<file path="src/hw/rtl/stk_pkg.sv">
`timescale 1ns / 1ps
`default_nettype none
// ----------------------------------------------------------------------------
// stk_pkg: shared types and constants of the stack machine executor
// Opcodes, status codes, stack cell controls, controller states and sizes.
// ----------------------------------------------------------------------------
package stk_pkg;

    // stack size and derived widths
    localparam int STACK_DEPTH = 64;
    localparam int CNT_W       = $clog2(STACK_DEPTH + 1);
    localparam int DATA_W      = 32;
    localparam int DIV_STEPS   = DATA_W;
    localparam int DIV_CNT_W   = $clog2(DIV_STEPS);

    // instruction opcodes
    typedef enum logic [2:0] {
        OP_PUSH    = 3'd0,
        OP_POP     = 3'd1,
        OP_ADD     = 3'd2,
        OP_SUB     = 3'd3,
        OP_DIV     = 3'd4,
        OP_OUT     = 3'd5,
        OP_HALT    = 3'd6,
        OP_INVALID = 3'd7
    } t_opcode;

    // result status codes
    typedef enum logic [2:0] {
        ST_OK      = 3'd0,
        ST_UNDER   = 3'd1,
        ST_OVER    = 3'd2,
        ST_DIVZERO = 3'd3,
        ST_HALTED  = 3'd4
    } t_status;

    // per-cell move: keep, take from the cell above, take from the cell below
    typedef enum logic [1:0] {
        CELL_HOLD = 2'd0,
        CELL_DOWN = 2'd1,
        CELL_UP   = 2'd2
    } t_cell_op;

    // controller states
    typedef enum logic [1:0] {
        S_IDLE = 2'd0,
        S_EXEC = 2'd1,
        S_DIV  = 2'd2
    } t_state;

endpackage

`default_nettype wire

</file>
<file path="src/hw/rtl/stk_cell.sv">
`timescale 1ns / 1ps
`default_nettype none
// ----------------------------------------------------------------------------
// stk_cell: one entry of the shifting operand stack
// Holds a word, or takes it from the neighbour nearer the top or further down.
// ----------------------------------------------------------------------------
module stk_cell (
    input  wire logic                      i_clk,
    input  wire stk_pkg::t_cell_op         i_op,
    input  wire logic [stk_pkg::DATA_W-1:0] i_prev,
    input  wire logic [stk_pkg::DATA_W-1:0] i_next,
    output logic      [stk_pkg::DATA_W-1:0] o_data
);
    import stk_pkg::*;

    logic [DATA_W-1:0] r_data;

    // entry register, no reset as contents are undefined until pushed
    always_ff @(posedge i_clk) begin
        case (i_op)
            CELL_DOWN: r_data <= i_prev;
            CELL_UP:   r_data <= i_next;
            default:   r_data <= r_data;
        endcase
    end

    assign o_data = r_data;

endmodule

`default_nettype wire

</file>
<file path="src/hw/rtl/stk_div.sv">
`timescale 1ns / 1ps
`default_nettype none
// ----------------------------------------------------------------------------
// stk_div: iterative signed divider
// Restoring division on magnitudes, one quotient bit per cycle, truncating.
// ----------------------------------------------------------------------------
module stk_div (
    input  wire logic                       i_clk,
    input  wire logic                       i_rst_n,
    input  wire logic                       i_start,
    input  wire logic [stk_pkg::DATA_W-1:0] i_dividend,
    input  wire logic [stk_pkg::DATA_W-1:0] i_divisor,
    output logic                            o_busy,
    output logic      [stk_pkg::DATA_W-1:0] o_quotient
);
    import stk_pkg::*;

    logic                 r_busy;
    logic [DIV_CNT_W-1:0] r_cnt;
    logic                 r_neg;
    logic [DATA_W-1:0]    r_quo;
    logic [DATA_W-1:0]    r_rem;
    logic [DATA_W-1:0]    r_dvs;
    logic [DATA_W:0]      w_shift;
    logic                 w_fits;

    // partial remainder step
    assign w_shift = {r_rem, r_quo[DATA_W-1]};
    assign w_fits  = (w_shift >= {1'b0, r_dvs});

    // control
    always_ff @(posedge i_clk) begin
        if (!i_rst_n) begin
            r_busy <= 1'b0;
            r_cnt  <= '0;
        end else if (i_start) begin
            r_busy <= 1'b1;
            r_cnt  <= '0;
        end else if (r_busy) begin
            r_cnt <= r_cnt + DIV_CNT_W'(1);
            if (r_cnt == DIV_CNT_W'(DIV_STEPS - 1)) begin
                r_busy <= 1'b0;
            end
        end
    end

    // datapath: load magnitudes, then shift and subtract
    always_ff @(posedge i_clk) begin
        if (i_start) begin
            r_neg <= i_dividend[DATA_W-1] ^ i_divisor[DATA_W-1];
            r_quo <= i_dividend[DATA_W-1] ? (DATA_W'(0) - i_dividend) : i_dividend;
            r_dvs <= i_divisor[DATA_W-1] ? (DATA_W'(0) - i_divisor) : i_divisor;
            r_rem <= '0;
        end else if (r_busy) begin
            if (w_fits) begin
                r_rem <= DATA_W'(w_shift - {1'b0, r_dvs});
            end else begin
                r_rem <= w_shift[DATA_W-1:0];
            end
            r_quo <= {r_quo[DATA_W-2:0], w_fits};
        end
    end

    assign o_busy     = r_busy;
    assign o_quotient = r_neg ? (DATA_W'(0) - r_quo) : r_quo;

endmodule

`default_nettype wire

</file>
<file path="src/hw/rtl/stack_machine_executor_top.sv">
`timescale 1ns / 1ps
`default_nettype none
// ----------------------------------------------------------------------------
// stack_machine_executor_top: stack calculator with a shifting cell stack
// Runs one instruction per request on a row of stack cells, top in cell 0.
// ----------------------------------------------------------------------------
// flow: a request is taken in idle, decoded in exec and committed into the
//          output stage; div first runs the one-bit-per-cycle 32-step divider
//          in the div state; commit waits for a free output stage, and a new request
//          is taken while the previous result still waits in the output stage
// reset: synchronous, clears the stack count, the halt flag and the control;
//          stack cells keep their contents but count as empty
module stack_machine_executor_top (
    input  wire logic        i_clk,
    input  wire logic        i_rst_n,
    // request channel
    input  wire logic        i_in_valid,
    output logic             o_in_stall,
    input  wire logic [2:0]  i_cmd,
    input  wire logic [31:0] i_operand,
    // result channel
    output logic             o_res_valid,
    input  wire logic        i_res_stall,
    output logic             o_out_valid,
    output logic      [31:0] o_out_value,
    output logic      [2:0]  o_status,
    output logic             o_halted,
    output logic      [6:0]  o_stack_depth
);
    import stk_pkg::*;

    t_state            r_state;
    t_state            n_state;
    t_opcode           r_cmd;
    logic [DATA_W-1:0] r_operand;
    logic [CNT_W-1:0]  r_count;
    logic              r_halt;

    logic              r_res_valid;
    logic              r_out_valid;
    logic [DATA_W-1:0] r_out_value;
    t_status           r_status;
    logic [6:0]        r_stack_depth;

    t_status           w_status;
    logic              w_halt;
    logic [CNT_W-1:0]  w_count;
    t_cell_op          w_op_top;
    t_cell_op          w_op_rest;
    t_cell_op          w_cell_top;
    t_cell_op          w_cell_rest;
    logic [DATA_W-1:0] w_load;
    logic              w_emit;
    logic [DATA_W-1:0] w_emit_val;
    logic              w_need_div;
    logic              w_out_free;
    logic              w_accept;
    logic              w_commit;
    logic              w_div_start;
    logic              w_div_busy;
    logic [DATA_W-1:0] w_div_q;
    logic [DATA_W-1:0] w_data [STACK_DEPTH];

    assign w_accept   = i_in_valid && !o_in_stall;
    assign w_out_free = !r_res_valid || !i_res_stall;

    // request capture
    always_ff @(posedge i_clk) begin
        if (w_accept) begin
            r_cmd     <= t_opcode'(i_cmd);
            r_operand <= i_operand;
        end
    end

    // controller state register
    always_ff @(posedge i_clk) begin
        if (!i_rst_n) begin
            r_state <= S_IDLE;
        end else begin
            r_state <= n_state;
        end
    end

    // controller next state
    always_comb begin
        n_state = r_state;
        case (r_state)
            S_IDLE: begin
                if (i_in_valid) begin
                    n_state = S_EXEC;
                end
            end
            S_EXEC: begin
                if (w_need_div) begin
                    n_state = S_DIV;
                end else if (w_out_free) begin
                    n_state = S_IDLE;
                end
            end
            S_DIV: begin
                if (!w_div_busy && w_out_free) begin
                    n_state = S_IDLE;
                end
            end
            default: n_state = S_IDLE;
        endcase
    end

    // controller outputs
    always_comb begin
        o_in_stall  = 1'b1;
        w_div_start = 1'b0;
        w_commit    = 1'b0;
        case (r_state)
            S_IDLE: o_in_stall = 1'b0;
            S_EXEC: begin
                w_div_start = w_need_div;
                w_commit    = !w_need_div && w_out_free;
            end
            S_DIV:   w_commit = !w_div_busy && w_out_free;
            default: o_in_stall = 1'b1;
        endcase
    end

    // instruction decode: status, new count and stack moves
    always_comb begin
        w_status   = ST_OK;
        w_halt     = r_halt;
        w_count    = r_count;
        w_op_top   = CELL_HOLD;
        w_op_rest  = CELL_HOLD;
        w_load     = r_operand;
        w_emit     = 1'b0;
        w_emit_val = '0;
        w_need_div = 1'b0;
        if (r_halt) begin
            w_status = ST_HALTED;
        end else begin
            case (r_cmd)
                OP_PUSH: begin
                    if (r_count == CNT_W'(STACK_DEPTH)) begin
                        w_status = ST_OVER;
                    end else begin
                        w_op_top  = CELL_DOWN;
                        w_op_rest = CELL_DOWN;
                        w_count   = r_count + CNT_W'(1);
                    end
                end
                OP_POP, OP_OUT: begin
                    if (r_count == '0) begin
                        w_status = ST_UNDER;
                    end else begin
                        w_op_top  = CELL_UP;
                        w_op_rest = CELL_UP;
                        w_count   = r_count - CNT_W'(1);
                        if (r_cmd == OP_OUT) begin
                            w_emit     = 1'b1;
                            w_emit_val = w_data[0];
                        end
                    end
                end
                OP_ADD, OP_SUB, OP_DIV: begin
                    if (r_count < CNT_W'(2)) begin
                        w_status = ST_UNDER;
                    end else if (r_cmd == OP_DIV && w_data[0] == '0) begin
                        w_status = ST_DIVZERO;
                    end else begin
                        // result replaces the second entry, the rest close up
                        w_op_top  = CELL_DOWN;
                        w_op_rest = CELL_UP;
                        w_count   = r_count - CNT_W'(1);
                        case (r_cmd)
                            OP_ADD:  w_load = w_data[1] + w_data[0];
                            OP_SUB:  w_load = w_data[1] - w_data[0];
                            default: w_load = w_div_q;
                        endcase
                        w_need_div = (r_cmd == OP_DIV) && (r_state == S_EXEC);
                    end
                end
                default: w_halt = 1'b1;
            endcase
        end
    end

    // stack moves only take effect on commit
    assign w_cell_top  = w_commit ? w_op_top  : CELL_HOLD;
    assign w_cell_rest = w_commit ? w_op_rest : CELL_HOLD;

    // row of stack cells
    for (genvar gi = 0; gi < STACK_DEPTH; gi++) begin : g_cell
        if (gi == 0) begin : g_top
            stk_cell u_cell (
                .i_clk  (i_clk),
                .i_op   (w_cell_top),
                .i_prev (w_load),
                .i_next (w_data[gi+1]),
                .o_data (w_data[gi])
            );
        end else if (gi == STACK_DEPTH - 1) begin : g_bottom
            stk_cell u_cell (
                .i_clk  (i_clk),
                .i_op   (w_cell_rest),
                .i_prev (w_data[gi-1]),
                .i_next (w_data[gi]),
                .o_data (w_data[gi])
            );
        end else begin : g_mid
            stk_cell u_cell (
                .i_clk  (i_clk),
                .i_op   (w_cell_rest),
                .i_prev (w_data[gi-1]),
                .i_next (w_data[gi+1]),
                .o_data (w_data[gi])
            );
        end
    end

    // divider, a is the second entry and b the top
    stk_div u_div (
        .i_clk      (i_clk),
        .i_rst_n    (i_rst_n),
        .i_start    (w_div_start),
        .i_dividend (w_data[1]),
        .i_divisor  (w_data[0]),
        .o_busy     (w_div_busy),
        .o_quotient (w_div_q)
    );

    // architectural state
    always_ff @(posedge i_clk) begin
        if (!i_rst_n) begin
            r_count <= '0;
            r_halt  <= 1'b0;
        end else if (w_commit) begin
            r_count <= w_count;
            r_halt  <= w_halt;
        end
    end

    // output stage valid
    always_ff @(posedge i_clk) begin
        if (!i_rst_n) begin
            r_res_valid <= 1'b0;
        end else if (w_commit) begin
            r_res_valid <= 1'b1;
        end else if (!i_res_stall) begin
            r_res_valid <= 1'b0;
        end
    end

    // output stage payload
    always_ff @(posedge i_clk) begin
        if (w_commit) begin
            r_out_valid   <= w_emit;
            r_out_value   <= w_emit_val;
            r_status      <= w_status;
            r_stack_depth <= 7'(w_count);
        end
    end

    assign o_res_valid   = r_res_valid;
    assign o_out_valid   = r_out_valid;
    assign o_out_value   = r_out_value;
    assign o_status      = r_status;
    assign o_halted      = r_halt;
    assign o_stack_depth = r_stack_depth;

    // a committed result always lands in the output stage
    a_commit_fills: assert property (@(posedge i_clk) disable iff (!i_rst_n)
        w_commit |=> r_res_valid)
        else $error("committed result not presented");

    // the stack count never passes the stack size
    a_count_range: assert property (@(posedge i_clk) disable iff (!i_rst_n)
        r_count <= CNT_W'(STACK_DEPTH))
        else $error("stack count beyond stack size");

    // halt holds until reset
    a_halt_sticky: assert property (@(posedge i_clk) disable iff (!i_rst_n)
        r_halt |=> r_halt)
        else $error("halt flag dropped without reset");

    // a divide start is followed by a busy divider in the divide state
    a_div_start: assert property (@(posedge i_clk) disable iff (!i_rst_n)
        w_div_start |=> (r_state == S_DIV) && w_div_busy)
        else $error("divide did not start");

    // no commit while the divider still works
    a_no_early_commit: assert property (@(posedge i_clk) disable iff (!i_rst_n)
        w_div_busy |-> !w_commit)
        else $error("commit while divider busy");

endmodule

`default_nettype wire

</file>
<file path="config.mk">
export PLATFORM = sky130hd
export DESIGN_NAME = stack_machine_executor_top
export DESIGN_NICKNAME = d
export VERILOG_FILES = /design/src/hw/rtl/stk_pkg.sv /design/src/hw/rtl/stk_cell.sv /design/src/hw/rtl/stk_div.sv /design/src/hw/rtl/stack_machine_executor_top.sv
export SDC_FILE = /design/constraint.sdc
export NUM_CORES = 2
export LEC_CHECK = 0
export BUFFER_PORTS_ARGS = -buffer_cell sky130_fd_sc_hd__buf_2
export CAP_MARGIN = 10
export CORE_MARGIN = 1
export CORE_UTILIZATION = 45
export CTS_CLUSTER_SIZE = 10
export DETAILED_ROUTE_END_ITERATION = 6
export HOLD_SLACK_MARGIN = 0.15
export PLACE_DENSITY_LB_ADDON = 0.08
export SETUP_SLACK_MARGIN = 0.4
export SYNTH_ARGS = -nofsm -noshare
export SYNTH_HDL_FRONTEND = slang
export SYNTH_SLANG_ARGS = --single-unit
</file>
<file path="constraint.sdc">
create_clock -name i_clk -period 81.7 [get_ports i_clk]
set_input_delay 12.255 -clock i_clk [delete_from_list [all_inputs] [get_ports i_clk]]
set_output_delay 12.255 -clock i_clk [all_outputs]
set_load 0.1 [all_outputs]
</file>
; ---- Word-level counts from Yosys, hierarchy flattened
; Cells that the tools add are included.
[totals]
regBits = 2240
output_inout_bits = 46
elab_cells = 254
[op_classes]
addsub = 9
magnitude_cmp = 2
n_eq_ne = 17
mux = 117
n_bitwise = 4
n_reduce_logical = 24
[ops]
columns = op, n
row1 = $pmux 32 s2, 64
row2 = $mux 32, 9
row3 = $sub 1x32->32 const A, 3
row4 = $sub 32x32->32, 2
row5 = $mux 7, 5
row6 = $ge 33x32->1, 1
row7 = $add 32x32->32, 1
row8 = $logic_not 32->1, 1
row9 = $mux 31, 1
row10 = $mux 2, 14
row11 = $pmux 2 s3, 4
row12 = $pmux 7 s3, 1
row13 = $mux 1, 18
row14 = $add 7x1->7 const B, 1
row15 = $eq 7x7->1 const B, 1
row16 = $logic_not 7->1, 1
row17 = $lt 7x2->1 const B, 1
row18 = $sub 7x1->7 const B, 1
row19 = $eq 2x1->1 const B, 3
row20 = $eq 2x2->1 const B, 3
row21 = $eq 3x2->1 const B, 2
row22 = $eq 3x3->1 const B, 2
row23 = $reduce_bool 2->1, 3
row24 = $reduce_or 3->1, 2
row25 = other kinds (18), 29

; ---- Longest topological paths before layout
[logic_depth]
ltp_word = 12
depth_mapped = 19

; ---- Hierarchy
; From an unflattened synthesis, not the netlist that was laid out.
[hier_totals]
hier_cells = 6173
hier_area_um2 = 111901.1
[by_module_without_submodules]
columns = module, instances, cells_each, area_per_inst_um2
row1 = stk_cell, 64, 71, 1525.2
row2 = stk_div, 1, 896, 7707.4
row3 = stack_machine_executor_top, 1, 733, 6580.1

; ---- Worst setup path before layout
; OpenSTA, ideal clock, no wires.
[synth_path]
kind = input to register
startpoint = input port i_res_stall
endpoint = register g_cell[10].g_mid.u_cell.r_data[0], enable pin
setup_ns = 2.313
t_arrival_ns = 51.764
required_time_ns = 79.387
slack_ns = 27.623
cell_stages = 6
n_path_buf = 0
cell_sequence = nand2_1 nand3_1 inv_2 nand2_1 ha_1 inv_1
[synth_via]
elab_chain_cells = 7
word_cells_on_any_way = 9
cone_classes = eq/ne (2) / mux (2) / reduce/logical (5)
[synth_lines]
columns = element, line
row1 = from (decl), stack_machine_executor_top.sv:23  ; input wire logic i_res_stall,
row2 = $logic_not 1->1 (*), --
row3 = $logic_or 1x1->1 (*), stack_machine_executor_top.sv:65  ; assign w_out_free = !r_res_valid || !i_res_stall;
row4 = $logic_and 1x1->1 (on tied branches), "stack_machine_executor_top.sv:120, stack_machine_executor_top.sv:118"
row5 = $pmux 1 s2 (*), stack_machine_executor_top.sv:114  ; case (r_state)
row6 = net w_commit, stack_machine_executor_top.sv:58  ; logic w_commit;
row7 = $mux 2 (*), stack_machine_executor_top.sv:187  ; assign w_cell_rest = w_commit ? w_op_rest : CELL_HOLD;
row8 = $eq 2x1->1 / $eq 2x2->1 (equally long branches), --
row9 = $reduce_bool 2->1 (no source line) (*), --
row10 = to (signal assigned), stk_cell.sv:21  ; CELL_DOWN: r_data <= i_prev;
row11 = to (signal assigned), stk_cell.sv:22  ; CELL_UP: r_data <= i_next;
row12 = to (signal assigned), stk_cell.sv:23  ; default: r_data <= r_data;
row13 = to (decl), stk_cell.sv:16  ; logic [DATA_W-1:0] r_data;
; Mark *: on every way through the listed nets, which the timed path passes. The rest lies on a longest branch.
; A chain may end at the register's enable or synchronous reset.

; ---- Worst setup path after layout
[layout_path]
startpoint = input port i_res_stall
endpoint = register g_cell[61].g_mid.u_cell.r_data[3] (data pin)
[layout_via]
elab_chain_cells = 7
word_cells_on_any_way = 9
cone_classes = eq/ne (2) / mux (3) / reduce/logical (4)
[layout_lines]
columns = element, line
row1 = $logic_not 1->1 (*), --
row2 = $logic_or 1x1->1 (*), stack_machine_executor_top.sv:65
row3 = $logic_and 1x1->1 (on tied branches), "stack_machine_executor_top.sv:120, stack_machine_executor_top.sv:118"
row4 = $pmux 1 s2 (*), stack_machine_executor_top.sv:114
row5 = net w_commit, stack_machine_executor_top.sv:58
row6 = $mux 2 (*), stack_machine_executor_top.sv:187
row7 = $eq 2x2->1 / $eq 2x1->1 (equally long branches), --
row8 = $pmux 32 s2 (*), stk_cell.sv:20  ; case (i_op)
row9 = to (signal assigned), stk_cell.sv:21
row10 = to (signal assigned), stk_cell.sv:22
row11 = to (signal assigned), stk_cell.sv:23
row12 = to (decl), stk_cell.sv:16
; Marked as above.

==> results.cfg <==
[power]
p_switching_uw = 551.0
combPwrFrac = 0.071
total_power_uw = 2529
power_density_mw_per_mm2 = 23.03
power_leakage_uw = 0.03321
power.share.switching = 0.2179
ir_drop_v = 0.00001915
power.internal_uw = 1978
clkPwrFrac = 0.417
seqPwrFrac = 0.512

[synth]
synth_top_area_share = 0.6651
synth.most_common_cell = edfxtp_1
ys_ff_latch = 2240
synth_top_cells_by_area = edfxtp_1 67%, mux2_2 23%, clkbuf_1 1.1%, dfxtp_1 0.99%, ha_1 0.96%
ys.flop_type = edfxtp_1
synth_area_leader_cell = edfxtp_1
ys_types = 70
ys_async_sr_fraction = 0
syn_nets = 6015
yosys_warnings = 0
netlist_area_mm2 = 0.09892
syn_inst = 5898
synth_edf_count = 2191
postSynthAreaPerCell_um2 = 16.77
ys_seq_area_frac = 0.6750
yosys-top-cells-count = 2191 x edfxtp_1, 1981 x mux2_2, 292 x clkbuf_1

[routing]
drc = 0
ant_nets = 0
routed_wl_mm = 166.6
dr.pass1.iters = 5
drt_iter0_drc = 3666
routed_via_density = 5.401
wl_per_cell_um = 18.64
num_vias = 48280

[floorplan]
row_count = 171
start_util = 0.4542
dieArea_mm2 = 0.2217
ioPinCount = 85
coreArea_mm2 = 0.2178
fp.dieH_um = 470.9
die_w_um = 470.9

[global_route]
grt_overflow_total = 0
grt_pass1_wl_mm = 276.3
track_usage = 0.1503
antenna_found_initial = 2
grt_pass1_vias = 50400
grt_max_degree = 193

[placement]
place_congestion = 0.8486
dp_hpwl_mm = 99.52
io_buffers = 84

[timing]
finalSetupViolCount = 0
skew_ns = 0.05392
fmax_ghz = 0.05097
rsz0062_at_grt = false
slew-limit-headroom = 0.2334
report.final.hold_viol_count = 0
timing.hold.ws_ns = 0.4330
setup_tns_ns = 0
worstMarginPinSlew_ns = 1.150
period_needed_ns = 19.62
slew_violations = 0
final.period_utilization = 0.2401

[run_status]
status = completed

[clock_network]
post_cts_buffers = 0
cts_hold_buf = 0
clk_path_buf_depth = 4
htree_levels = 5
cts_tree = yes
clkLatencyLatePin_ns = 0.87
ctsResizeCount = 0
clk_root_buffer_cell = clkbuf_16
cts.sinks = 2240
cts.clk_slew.worst_paths_ns = 0.05
cts_made_buffers = 281

[critical_path]
cp-start-kind = input port
critPathKind = in2reg
cp-end-kind = flop
crit_fanout = 170
worst_ep_arrival_time_ns = 20.24
cp.required_ns = 82.32

[finish]
nets = 6133
nFillCells = 18020
multi_input_area_mm2 = 0.03075
drive_gt1_frac = 0.4038
seq_area_mm2 = 0.06678
area_delta_synth_final_pct = 11.02

[hold_path]
min_path_type = reg2reg

[job]
maxCapViolCount = 0
==> placed cells by master (no fill, tap or decap), drive strengths merged, types with 14 or more instances in the layout <==
cell and n:
nor2 91, nand3 26, nor3 25, a21oi 116, a21o 30, dfxtp 49, a211oi 46, and3 16
and2 39, mux2 1981, ha 76, mux2i 29, nand2b 21, o21ai 151, nand2 203, inv 77
clkbuf 334, xnor2 87, a31oi 17, xor2 88, edfxtp 2191, o211ai 21, buf 147, or3 30
nand4 14, o31ai 31
==> cell families after synthesis <==
| family | Yosys count | share of synthesized area |
|---|---|---|
| simple gates | 523 | 0.02578 |
| fa+ha+maj | 78 | 0.01002 |
| buf+inv | 385 | 0.01463 |
| flops | 2240 | 0.6750 |
| compound gates | 487 | 0.03058 |
| xor+xnor | 175 | 0.01549 |
| mux | 2010 | 0.2284 |
==> state kept, by name, summed over array words and instances, names as in the netlist <==
register                       cells
r_state                            2
o_res_valid                        1
r_count                            7
g_cell.g_bottom.u_cell.o_data     32
u_div.r_quo                       32
u_div.r_cnt                        5
o_stack_depth                      7
o_out_valid                        1
r_cmd                              3
o_halted                           1
u_div.r_neg                        1
r_operand                         32
g_cell.g_top.u_cell.o_data        32
u_div.r_dvs                       32
u_div.o_busy                       1
g_cell.g_mid.u_cell.o_data      1984
o_out_value                       32
o_status                           3
u_div.r_rem                       32
==> worst paths after layout <==
kind | startpoint | to | slack, ns | cells after the start
hold / removal | g_cell[62].g_mid.u_cell.o_data[16] | g_cell[63].g_bottom.u_cell.o_data[16] | 0.43 | 0
setup reg to reg | r_cmd[0] | g_cell[61].g_mid.u_cell.o_data[3] | 70.62 | 21
hold reg to reg | g_cell[62].g_mid.u_cell.o_data[16] | g_cell[63].g_bottom.u_cell.o_data[16] | 0.43 | 0
setup / recovery | i_res_stall | g_cell[61].g_mid.u_cell.o_data[3] | 62.08 | 15
==> worst max-delay path, stage by stage <==
cell and delay (ns):
buf_2 0.09, nand2_1 0.08, nand3_1 0.34, inv_2 0.08
buf_4 0.35, nand2_1 0.22, ha_4 0.57, buf_4 0.79
buf_4 0.85, buf_12 0.63, buf_4 0.81, buf_4 0.85
buf_4 0.73, buf_4 0.76, mux2_2 0.41
==> through the flow <==
step           setup slack, ns  instances    util  cell area, um^2
2_1_floorplan            27.62       5898       -            98920
3_3_place_gp             61.16       8587  0.4699           102300
3_5_place_dp             61.14       8587  0.4699           102300
4_1_cts                  62.07       8938  0.5042           109800
5_1_grt                  61.41       8939  0.5042           109800
6_report                 62.08       8939  0.5042           109800
==> layout make-up <==
| type | instances | share of cell area |
|---|---|---|
| flip-flops and latches | 2240 | 0.6080 |
| clock buffers | 334 | 0.06700 |
| repair buffers | 147 | 0.008818 |
| inverters | 73 | 0.002563 |
| clock inverters | 17 | 0.0009912 |
| multi-input cells | 3273 | 0.2800 |
| diodes | 1 | 0.00002279 |
| well taps | 2854 | 0.03252 |
==> power by group through the flow <==
stage	clock network [uW]	registers, uW	logic (uW)
finish	1060	1290	179
global route	1130	1300	199
CTS	1100	1290	180
detailed placement	0	1320	179
global placement	0	1320	177
floorplan	0	1360	138
==> per-layer routing <==
metal | routed length, um | global-route usage | part of all wire | up-vias
li1 | - | - | - | 23110
met5 | 0 | 0 | 0 | -
met4 | 4646 | 0.04991 | 0.028 | 0
met2 | 75880 | 0.2314 | 0.46 | 710
met1 | 79930 | 0.2160 | 0.48 | 24130
met3 | 6141 | 0.02493 | 0.037 | 326
(Power assumes the default switching activity.)
